<file path="config.mk">
export PLATFORM = sky130hd
export DESIGN_NAME = touch_key_toggle_lockout_core
export DESIGN_NICKNAME = d
export VERILOG_FILES = /design/src/hw/rtl/tktl_pkg.sv /design/src/hw/rtl/touch_key_toggle_lockout_core.sv /design/src/hw/rtl/tktl_front.sv /design/src/hw/rtl/tktl_queue.sv /design/src/hw/rtl/tktl_back.sv
export SDC_FILE = /design/constraint.sdc
export NUM_CORES = 1
export LEC_CHECK = 0
export ABC_AREA = 1
export BUFFER_PORTS_ARGS = -buffer_cell sky130_fd_sc_hd__clkbuf_2
export CORE_MARGIN = 3
export CORE_UTILIZATION = 40
export CTS_CLUSTER_DIAMETER = 50
export DETAILED_ROUTE_END_ITERATION = 10
export PLACE_DENSITY = 0.66
export SYNTH_ARGS = -nofsm -noshare
export SYNTH_HDL_FRONTEND = slang
export SYNTH_HIERARCHICAL = 1
export SYNTH_SLANG_ARGS = --single-unit
</file>
<file path="constraint.sdc">
create_clock -name clock -period 4.8 [get_ports clock]
set_input_delay 0.48 -clock clock [delete_from_list [all_inputs] [get_ports clock]]
set_output_delay 0.48 -clock clock [all_outputs]
set_load 0.02 [all_outputs]
</file>
<file path="src/hw/rtl/tktl_pkg.sv">
`default_nettype none
package tktl_pkg;

   // key and byte geometry
   localparam int NUM_KEYS = 4;
   localparam int CTRL_W   = 8;
   localparam int KEYS_W   = 8;
   localparam int LOCK_W   = 8;
   localparam int DRIVE_W  = 4;

   // key sense positions inside the scan bitmap, in handling order
   localparam logic [2:0] KEY_POS [0:3] = '{3'd0, 3'd3, 3'd4, 3'd7};

   // lockout reload value after reset
   localparam logic [LOCK_W-1:0] LOCKOUT_RESET = 8'd200;

   // request operation codes
   localparam logic OP_SCAN = 1'b0;
   localparam logic OP_RX   = 1'b1;

   // csr map
   localparam int              CSR_ADDR_W   = 3;
   localparam int              CSR_DATA_W   = 32;
   localparam logic            REG_LOCKOUT  = 1'b0;

   // job queue between front and back
   localparam int JOB_DEPTH = 2;
   localparam int JOB_PTR_W = $clog2(JOB_DEPTH);
   localparam int JOB_CNT_W = $clog2(JOB_DEPTH + 1);

   typedef struct packed {
      logic              op;
      logic [KEYS_W-1:0] key_bits;
      logic [CTRL_W-1:0] rx_byte;
   } req_type;

   typedef struct packed {
      logic [CTRL_W-1:0]  control_byte;
      logic [DRIVE_W-1:0] led_drive;
      logic [DRIVE_W-1:0] gate_drive;
      logic               send_valid;
      logic [CTRL_W-1:0]  send_byte;
      logic               last;
   } rsp_type;

   // classified request: toggle mask for scans, new byte for receives
   typedef struct packed {
      logic                op;
      logic [NUM_KEYS-1:0] mask;
      logic [CTRL_W-1:0]   rx_byte;
   } job_type;

   // queue status seen by the request handshake and the back
   typedef struct packed {
      logic full;
      logic empty;
   } q_stat_type;

endpackage
`default_nettype wire

</file>
<file path="src/hw/rtl/touch_key_toggle_lockout_core.sv">
`default_nettype none
// Touch key toggle controller with per-key lockout. A request is accepted while the job queue
// is not full; the front reads keys 0, 3, 4 and 7 of the bitmap, updates the four lockout
// counters and queues a toggle mask. The back turns each queued request into its results
// at one result per cycle unless an unpopped result holds the output: a scan gives one
// result per toggling key (one quiet result if none toggles), a received byte gives one
// echo result. A request gives one to four results; the first result passes through the
// queue slot, the back's job register and its output register. The two-entry job queue
// lets scans keep arriving while results are drained. lockout_scans sits at csr byte
// address 0 and resets to 200; write it only while no request is in flight.
module touch_key_toggle_lockout_core
   import tktl_pkg::*;
(
   input  wire logic                  clock,
   input  wire logic                  reset,
   input  wire logic                  req_push,
   output logic                       req_full,
   input  wire req_type               req_data,
   output logic                       rsp_empty,
   input  wire logic                  rsp_pop,
   output rsp_type                    rsp_data,
   input  wire logic                  csr_psel,
   input  wire logic                  csr_penable,
   input  wire logic                  csr_pwrite,
   input  wire logic [CSR_ADDR_W-1:0] csr_paddr,
   input  wire logic [CSR_DATA_W-1:0] csr_pwdata,
   output logic [CSR_DATA_W-1:0]      csr_prdata,
   output logic                       csr_pready
);

   logic [LOCK_W-1:0] lockout_ff, lockout_in;
   logic              accept;
   logic              q_pop;
   job_type           job, q_data;
   q_stat_type        q_stat;

   // csr access
   always_comb begin
      csr_pready = 1'b1;
      lockout_in = lockout_ff;
      if (csr_psel && csr_penable && csr_pwrite && (csr_paddr[CSR_ADDR_W-1] == REG_LOCKOUT)) begin
         lockout_in = csr_pwdata[LOCK_W-1:0];
      end
      csr_prdata = (csr_paddr[CSR_ADDR_W-1] == REG_LOCKOUT) ? CSR_DATA_W'(lockout_ff) : '0;
   end

   always_ff @(posedge clock) begin
      if (reset) begin
         lockout_ff <= LOCKOUT_RESET;
      end else begin
         lockout_ff <= lockout_in;
      end
   end

   // request handshake
   always_comb begin
      req_full = q_stat.full;
      accept   = req_push && !q_stat.full;
   end

   tktl_front u_front (
      .clock   (clock),
      .reset   (reset),
      .accept  (accept),
      .req     (req_data),
      .lockout (lockout_ff),
      .job     (job)
   );

   tktl_queue u_queue (
      .clock     (clock),
      .reset     (reset),
      .push      (accept),
      .push_data (job),
      .pop       (q_pop),
      .pop_data  (q_data),
      .stat      (q_stat)
   );

   tktl_back u_back (
      .clock     (clock),
      .reset     (reset),
      .q_data    (q_data),
      .q_stat    (q_stat),
      .q_pop     (q_pop),
      .rsp_pop   (rsp_pop),
      .rsp_empty (rsp_empty),
      .rsp_data  (rsp_data)
   );

endmodule
`default_nettype wire

</file>
<file path="src/hw/rtl/tktl_front.sv">
`default_nettype none
module tktl_front
   import tktl_pkg::*;
(
   input  wire logic              clock,
   input  wire logic              reset,
   input  wire logic              accept,
   input  wire req_type           req,
   input  wire logic [LOCK_W-1:0] lockout,
   output job_type                job
);

   logic [LOCK_W-1:0]   cnt_ff [NUM_KEYS];
   logic [LOCK_W-1:0]   cnt_in [NUM_KEYS];
   logic [NUM_KEYS-1:0] toggle;

   // classify: a key toggles when its counter is idle and it is pressed
   always_comb begin
      for (int k = 0; k < NUM_KEYS; k++) begin
         toggle[k] = (cnt_ff[k] == '0) && req.key_bits[KEY_POS[k]];
         cnt_in[k] = cnt_ff[k];
         if (accept && (req.op == OP_SCAN)) begin
            if (toggle[k]) begin
               cnt_in[k] = lockout;
            end else if (cnt_ff[k] != '0) begin
               cnt_in[k] = cnt_ff[k] - LOCK_W'(1);
            end
         end
      end
      job.op      = req.op;
      job.mask    = (req.op == OP_SCAN) ? toggle : '0;
      job.rx_byte = req.rx_byte;
   end

   // per-key lockout counters
   always_ff @(posedge clock) begin
      if (reset) begin
         for (int k = 0; k < NUM_KEYS; k++) begin
            cnt_ff[k] <= '0;
         end
      end else begin
         for (int k = 0; k < NUM_KEYS; k++) begin
            cnt_ff[k] <= cnt_in[k];
         end
      end
   end

   // a toggling key 0 reloads its counter with the lockout value
   a_reload: assert property (@(posedge clock) disable iff (reset)
      accept && (req.op == OP_SCAN) && toggle[0] |=> cnt_ff[0] == $past(lockout))
      else $error("key counter not reloaded after toggle");

endmodule
`default_nettype wire

</file>
<file path="src/hw/rtl/tktl_queue.sv">
`default_nettype none
module tktl_queue
   import tktl_pkg::*;
(
   input  wire logic    clock,
   input  wire logic    reset,
   input  wire logic    push,
   input  wire job_type push_data,
   input  wire logic    pop,
   output job_type      pop_data,
   output q_stat_type   stat
);

   job_type              slot_ff [JOB_DEPTH];
   logic [JOB_PTR_W-1:0] wr_ptr_ff, wr_ptr_in;
   logic [JOB_PTR_W-1:0] rd_ptr_ff, rd_ptr_in;
   logic [JOB_CNT_W-1:0] cnt_ff, cnt_in;
   logic                 do_push, do_pop;

   // pointer and fill bookkeeping
   always_comb begin
      stat.full  = (cnt_ff == JOB_CNT_W'(JOB_DEPTH));
      stat.empty = (cnt_ff == '0);
      do_push    = push && !stat.full;
      do_pop     = pop && !stat.empty;
      pop_data   = slot_ff[rd_ptr_ff];
      wr_ptr_in  = wr_ptr_ff;
      rd_ptr_in  = rd_ptr_ff;
      cnt_in     = cnt_ff;
      if (do_push) begin
         wr_ptr_in = (wr_ptr_ff == JOB_PTR_W'(JOB_DEPTH - 1)) ? '0 : wr_ptr_ff + JOB_PTR_W'(1);
      end
      if (do_pop) begin
         rd_ptr_in = (rd_ptr_ff == JOB_PTR_W'(JOB_DEPTH - 1)) ? '0 : rd_ptr_ff + JOB_PTR_W'(1);
      end
      if (do_push && !do_pop) begin
         cnt_in = cnt_ff + JOB_CNT_W'(1);
      end else if (do_pop && !do_push) begin
         cnt_in = cnt_ff - JOB_CNT_W'(1);
      end
   end

   // control state
   always_ff @(posedge clock) begin
      if (reset) begin
         wr_ptr_ff <= '0;
         rd_ptr_ff <= '0;
         cnt_ff    <= '0;
      end else begin
         wr_ptr_ff <= wr_ptr_in;
         rd_ptr_ff <= rd_ptr_in;
         cnt_ff    <= cnt_in;
      end
   end

   // storage
   always_ff @(posedge clock) begin
      if (do_push) begin
         slot_ff[wr_ptr_ff] <= push_data;
      end
   end

   a_fill_bound: assert property (@(posedge clock) disable iff (reset)
      cnt_ff <= JOB_CNT_W'(JOB_DEPTH))
      else $error("job queue overfilled");

   a_fill_step: assert property (@(posedge clock) disable iff (reset)
      do_push && !do_pop |=> cnt_ff == $past(cnt_ff) + JOB_CNT_W'(1))
      else $error("job queue count lost a push");

endmodule
`default_nettype wire

</file>
<file path="src/hw/rtl/tktl_back.sv">
`default_nettype none
module tktl_back
   import tktl_pkg::*;
(
   input  wire logic       clock,
   input  wire logic       reset,
   input  wire job_type    q_data,
   input  wire q_stat_type q_stat,
   output logic            q_pop,
   input  wire logic       rsp_pop,
   output logic            rsp_empty,
   output rsp_type         rsp_data
);

   logic                job_valid_ff, job_valid_in;
   job_type             job_ff, job_in;
   logic [CTRL_W-1:0]   ctrl_ff, ctrl_in;
   logic                out_valid_ff, out_valid_in;
   rsp_type             out_ff, out_in;

   logic                emit, job_done, load;
   logic [NUM_KEYS-1:0] low_bit, remain;
   logic [CTRL_W-1:0]   ctrl_new;
   logic                send;

   // expand the current job into one result per cycle while the output register is free or popped
   always_comb begin
      emit     = job_valid_ff && (!out_valid_ff || rsp_pop);
      low_bit  = job_ff.mask & (~job_ff.mask + NUM_KEYS'(1));
      remain   = job_ff.mask & ~low_bit;
      ctrl_new = (job_ff.op == OP_RX) ? job_ff.rx_byte : (ctrl_ff ^ CTRL_W'(low_bit));
      send     = (job_ff.op == OP_RX) || (job_ff.mask != '0);
      job_done = emit && ((job_ff.op == OP_RX) || (remain == '0));
      load     = !job_valid_ff || job_done;
      q_pop    = load && !q_stat.empty;

      out_in              = out_ff;
      out_in.control_byte = ctrl_new;
      out_in.led_drive    = ~ctrl_new[DRIVE_W-1:0];
      out_in.gate_drive   = ctrl_new[CTRL_W-1:DRIVE_W];
      out_in.send_valid   = send;
      out_in.send_byte    = send ? ctrl_new : '0;
      out_in.last         = (job_ff.op == OP_RX) || (remain == '0);

      ctrl_in = emit ? ctrl_new : ctrl_ff;

      job_valid_in = load ? !q_stat.empty : job_valid_ff;
      job_in       = job_ff;
      if (q_pop) begin
         job_in = q_data;
      end else if (emit) begin
         job_in.mask = remain;
      end

      if (emit) begin
         out_valid_in = 1'b1;
      end else if (rsp_pop) begin
         out_valid_in = 1'b0;
      end else begin
         out_valid_in = out_valid_ff;
      end

      rsp_empty = !out_valid_ff;
      rsp_data  = out_ff;
   end

   // control state
   always_ff @(posedge clock) begin
      if (reset) begin
         job_valid_ff <= 1'b0;
         out_valid_ff <= 1'b0;
         ctrl_ff      <= '0;
      end else begin
         job_valid_ff <= job_valid_in;
         out_valid_ff <= out_valid_in;
         ctrl_ff      <= ctrl_in;
      end
   end

   // payload
   always_ff @(posedge clock) begin
      job_ff <= job_in;
      if (emit) begin
         out_ff <= out_in;
      end
   end

   a_quiet_byte: assert property (@(posedge clock) disable iff (reset)
      out_valid_ff && !out_ff.send_valid |-> out_ff.send_byte == '0 && out_ff.last)
      else $error("quiet result carries a send byte or is not last");

   a_led_map: assert property (@(posedge clock) disable iff (reset)
      out_valid_ff |-> out_ff.led_drive == ~out_ff.control_byte[DRIVE_W-1:0])
      else $error("led drive does not follow control byte");

   a_ctrl_track: assert property (@(posedge clock) disable iff (reset)
      $past(emit) |-> ctrl_ff == out_ff.control_byte)
      else $error("control state and emitted byte disagree");

endmodule
`default_nettype wire
</file>
After elaboration in Yosys (flattened, before gate mapping)
Memory sizes are Yosys's and may differ from the RTL's. A register that Yosys moved wholly into a read port is not among the register bits. Index checks and enable logic that the tools add are counted.

Bits in registers: 61. Output and inout port bits: 61. Logic and storage cells: 114. Bits of input ports: 59. Bits in writable memories: 58. Memories: 2.

Reductions and logical operators: 40. Equality and inequality tests: 1. Bitwise logic cells: 12. Mux-type cells: 34. Add/subtract/negate cells: 9.

Memories: u_front.cnt_ff (depth 4, width 8, read ports 4, clocked after memory_dff 0, write ports 4, line tktl_front.sv:13) `logic [LOCK_W-1:0] cnt_ff [NUM_KEYS];`; u_queue.slot_ff (depth 2, width 13, read ports 1, clocked after memory_dff 1, write ports 1, line tktl_queue.sv:14) `job_type slot_ff [JOB_DEPTH];`.

Operator list (count): 2-to-1 mux 8 bit (18); zero test 8 bit (4); nonzero test 8 bit (4); subtractor 8 x 1 -> 8 bit, second input constant (4); logical AND 1 bit (16); 2-to-1 mux 4 bit (3); inverter 4 bit (3); 2-to-1 mux 1 bit (11); AND 4 bit (2); XOR 8 x 4 -> 8 bit (1); zero test 1 bit (6); nonzero test 2 bit (3); adder 4 x 1 -> 4 bit, second input constant (1); zero test 4 bit (1); logical OR 1 bit (4); 2-to-1 mux 2 bit (2); OR 1 bit (4); nonzero test 4 bit (1); adder 1 bit, second input constant (2); adder 2 x 1 -> 2 bit, second input constant (1); equality test 2 bit, second input constant (1); zero test 2 bit (1); inverter 1 bit (2); subtractor 2 x 1 -> 2 bit, second input constant (1).

Longest topological paths before layout
Depth after elaboration: 14. Mapped depth: 17. Depth with buffers taken out: 17.

Cells and area by module
The synthesis kept the hierarchy.

Modules (own cells, without submodules): tktl_front (sequential area each 640.6 µm², area an instance 2667.6 µm², cells an instance 416, times used 1); tktl_back (sequential area each 1251.2 µm², area an instance 1785.5 µm², cells an instance 152, times used 1); tktl_queue (sequential area each 880.8 µm², area an instance 1184.9 µm², cells an instance 77, times used 1); touch_key_toggle_lockout_core (sequential area each 160.2 µm², area an instance 653.1 µm², cells an instance 97, times used 1).

Worst setup path before layout
No wires, ideal clock.

Path type: reg-to-reg. Start point: reg u_back/job_ff[8] (netlist bit). End point: reg u_queue.cnt_ff[1]. Stages on the path, launching flop included: 17. Arrival: 2.015 ns. Buffers on the path: 0. Library setup time: 0.064 ns. Data required time: 4.736 ns. Clock period less this slack: 2.079 ns. Setup slack: 2.721 ns. Path through: edfxtp_1 nor2_2 nand2_2 nand2_2 nand2_1 nand2_2 nand2_2 nand2_4 nand2_4 inv_1 o21ai_2 ha_1 inv_1 nand3_1 nand2_1 inv_1 nor2_1.

RTL lines: from (decl) (line tktl_back.sv:16) `job_type job_ff, job_in;`; from (signal assigned) (line tktl_back.sv:82) `job_ff <= job_in;`; to (signal assigned) (line tktl_queue.sv:52) `cnt_ff <= cnt_in;`; to (decl) (line tktl_queue.sv:17) `logic [JOB_CNT_W-1:0] cnt_ff, cnt_in;`.

Final worst setup path
Start point: reg u_back.out_valid_ff. End point: reg u_queue.cnt_ff[1].

Cells in the longest elaborated chain, start to end: 10. Elaborated cells between the ends (all ways): 12. Classes of those cells: 1 x mux; 11 x reduce/logical.

Ends and longest elaborated chain: from (decl) (line tktl_back.sv:18) `logic out_valid_ff, out_valid_in;`; from (signal assigned) (line tktl_back.sv:75) `out_valid_ff <= out_valid_in;`; zero test 1 bit (*) (line tktl_back.sv:28) `emit = job_valid_ff && (!out_valid_ff || rsp_pop);`; logical OR 1 bit (*) (line tktl_back.sv:28); logical AND 1 bit (*) (line tktl_back.sv:28); logical AND 1 bit (*) (line tktl_back.sv:33) `job_done = emit && ((job_ff.op == OP_RX) || (remain == '0));`; logical OR 1 bit (*) (line tktl_back.sv:34) `load = !job_valid_ff || job_done;`; logical AND 1 bit (*) (line tktl_back.sv:35) `q_pop = load && !q_stat.empty;`; net q_pop (line touch_key_toggle_lockout_core.sv:33) `logic q_pop;`; logical AND 1 bit (*) (line tktl_queue.sv:25) `do_pop = pop && !stat.empty;`; zero test 1 bit (line tktl_queue.sv:36) `if (do_push && !do_pop) begin`; logical AND 1 bit (line tktl_queue.sv:36); 2-to-1 mux 2 bit or nonzero test 2 bit (tied branches).

Mark *: on every way through the listed nets, which the timed path passes. The rest lies on a longest branch. A chain may end at the register's enable or synchronous reset.

==> impl_metrics.json <==
{
  "status": "complete, no violations",
  "drc_errors": 0,
  "drt-total-wl_mm": 11.9,
  "irDropWorstVdd_v": 0.000361,
  "met1_usage": 0.167,
  "worstPathRequired_ps": 5150,
  "path_clk_slew_ps": 60,
  "cp_data_arrival_time_ps": 2990,
  "ctsHoldBuffers": 0,
  "reg2reg_from": "u_back/out_valid_ff",
  "p_seq_frac": 0.347,
  "start_kind": "flip-flop",
  "r2r-end": "u_queue/cnt_ff[1]",
  "root_buffer": "clkbuf_16",
  "clk_latency_ps": 420,
  "coreArea_sq_um": 15300,
  "reg2reg_depth": 15,
  "start_util": 0.411,
  "vias": 4664,
  "period_share": 0.550,
  "cts_tree": "built",
  "cp-end-kind": "flip-flop",
  "synth.distinct_cells": 40,
  "total_power_uw": 4700,
  "clock-sinks": 116,
  "worstPathCellList": "inv_1 > or2_1 > nand2_2 > inv_2 > nand2_2 > nand2_4 > nand2_4 > inv_1 > o21ai_2 > ha_1 > inv_1 > nand3_1 > nand2_1 > inv_1 > nor2_1",
  "hold_path_end": "u_queue/slot_ff[1][0]",
  "port_buffers": 64,
  "p_comb_frac": 0.367,
  "num-fill-cells": 1467,
  "area_growth_pct": 13.9,
  "async_reset_ff_frac": 0,
  "firstDrtPassIters": 5,
  "layout_common_cells": "nand2_1, nor2_1, inv_1",
  "min_path_cells": 1,
  "rsz0062_at_grt": "false",
  "max_freq_mhz": 379,
  "rows": 45,
  "min-delay-start": "req_data[0]",
  "slew_headroom": 0.222,
  "vias_per_cell": 4.58,
  "grt_pass1_wl_mm": 19.8,
  "powerDensity_nw_per_um2": 655,
  "diodes": 0,
  "grt_pass1_vias": 4162,
  "finClkSkew_ps": 11.0,
  "grtUsageTotal": 0.141,
  "synthFlopType": "edfxtp_1",
  "yosysWarningCount": 6,
  "ant_nets": 0,
  "slowest_delay_ps": 480,
  "finalHoldViolations": 0,
  "tightest_slew_ps": 1160,
  "layout_commonest_cell": "nand2_1",
  "maxCapViolCount": 0,
  "nNetsFinal": 862,
  "syn_inst": 742,
  "synth-seq-cells": 116,
  "place_hpwl_mm": 8.30,
  "post_cts.repair.setup_buffers": 0,
  "gr-total-overflow": 0,
  "cts-buffers-inserted": 17,
  "use_met3": 0.0410,
  "final_max_slew_viol_count": 0,
  "antenna_found_initial": 0,
  "period_needed_ps": 2640,
  "dieWidth_um": 131,
  "swShare": 0.379,
  "syn-cell-area_sq_um": 6290,
  "yosysSeqAreaShare": 0.466,
  "crit_top_cell": "inv_1",
  "syn_avg_cell_area_sq_um": 8.48,
  "die_h_um": 131,
  "cts_resized": 0,
  "grt_max_degree": 36,
  "wire_per_inst_um": 11.7,
  "ff2ff_setup_slack_ps": 2160,
  "drive_above_1_share": 0.222,
  "gp_congestion": 0.801,
  "setup_viol": 0,
  "path_max_fanout": 35,
  "p_leak_uw": 0.00326,
  "crit_type": "flip-flop to flip-flop",
  "setup-tns-final_ps": 0,
  "grt_use_met2": 0.240,
  "clock_path_buffers": 2,
  "grt-busiest-layer": "met2",
  "synth-edff-count": 61,
  "drtIter0Drc": 242,
  "fp.dieArea_sq_um": 17300,
  "power.share.clock": 0.287,
  "hold_class": "input pin to flip-flop",
  "p_sw_uw": 1780,
  "ctsHtreeMaxLevel": 4,
  "slowest_stage": "inv_2",
  "p_int_uw": 2920,
  "io_pins": 120
}
synth_stat cells (2+ instances only):
library cell  number  share of area
a21oi_1           32          0.025
a21oi_2            7         0.0097
a31oi_1            2         0.0020
buf_4             40          0.048
buf_6             10          0.018
clkbuf_1           2         0.0012
conb_1             2         0.0012
dfxtp_1           55           0.18
edfxtp_1          61           0.29
ha_1               9          0.018
inv_1             88          0.053
inv_2             10         0.0060
mux2_1            10          0.018
mux2_2             3         0.0054
nand2_1          141          0.084
nand2_2           13          0.013
nand2_4            4         0.0072
nand3_1           54          0.043
nand3_2           13          0.021
nand3_4            3         0.0084
nand3b_1           4         0.0048
nand4_1            7         0.0070
nor2_1            94          0.056
nor2_2            10         0.0099
nor2_4             9          0.016
nor3_1             4         0.0032
o21ai_0           26          0.021
o21ai_1            6         0.0048
o21ai_2            4         0.0056
or2_2              4         0.0040
xor2_1             6         0.0084
power groups by stage:
stage               clock network (uW)  registers, uW  logic (uW)
finish                            1350           1630        1720
CTS                               1370           1630        1730
detailed placement                   0           1650        1720
floorplan                            0           1690        1410
global route                      1410           1670        1950
global placement                     0           1640        1690
per-layer routing:
layer / vias to the layer above / share of wire
li1: 2434 / -
met1: 2102 / 0.44
met2: 110 / 0.49
met3: 18 / 0.055
met4: 0 / 0.016
met5: - / 0
kinds of logic after synthesis:
group / after synthesis / share of synthesized area
and+or+nand+nor: 364 / 0.285
buffers and inverters: 154 / 0.128
DFF: 116 / 0.466
AOI/OAI and AO/OA: 77 / 0.0682
muxes: 13 / 0.0233
adders and majority gates: 9 / 0.0179
xor gates and xnor gates: 7 / 0.00975
other: 2 / 0.00119
worst max path at each step:
stage                              to  slack (ps)  cells past startpoint           startpoint
floorplan           u_queue/cnt_ff[1]        2720                     16     u_back/job_ff[8]
global placement    u_queue/cnt_ff[1]        1990                     15              rsp_pop
finish              u_queue/cnt_ff[1]        2160                     15  u_back/out_valid_ff
detailed placement  u_queue/cnt_ff[1]        1940                     15              rsp_pop
global route        u_queue/cnt_ff[1]        1860                     15  u_back/out_valid_ff
CTS                 u_queue/cnt_ff[1]        2140                     15  u_back/out_valid_ff
stage by stage:
step                area, sq um  setup slack, ps   util  cells  hold WS [ps]
floorplan                  6380             2720      -    765           424
global placement           6530             1990  0.427    986           435
detailed placement         6530             1940  0.427    986           451
CTS                        7160             2140  0.468   1018           231
global route               7160             1860  0.468   1018           233
finish                     7160             2160  0.468   1018           254
final cells by class:
cell class | count | area (sq um) | area share
Sequential cell | 116 | 2930 | 0.409
Tap cell | 211 | 264 | 0.0369
Timing Repair Buffer | 64 | 320 | 0.0447
Multi-Input combinational cell | 495 | 2640 | 0.368
Clock buffer | 18 | 429 | 0.0599
Clock inverter | 14 | 201 | 0.0281
Inverter | 100 | 379 | 0.0529
critical path, delay by kind of cell (launching register included):
kind | cells | cell delay, ps
simple gates | 8 | 840
flops | 1 | 300
buf+inv | 5 | 1020
fa+ha+maj | 1 | 300
compound gates | 1 | 120
state kept, by name, summed over array words and instances, names as in the netlist, named ones only:
| register | count |
|---|---|
| u_back/rsp_data | 22 |
| u_queue/slot_ff | 26 |
| u_back/job_valid_ff | 1 |
| u_back/out_valid_ff | 1 |
| u_back/job_ff | 13 |
| u_front/cnt_ff | 32 |
| u_queue/wr_ptr_ff | 1 |
| lockout_ff | 8 |
| u_back/ctrl_ff | 8 |
| u_queue/cnt_ff | 2 |
| u_queue/rd_ptr_ff | 1 |
No activity file was read; power rests on OpenSTA's default activity.
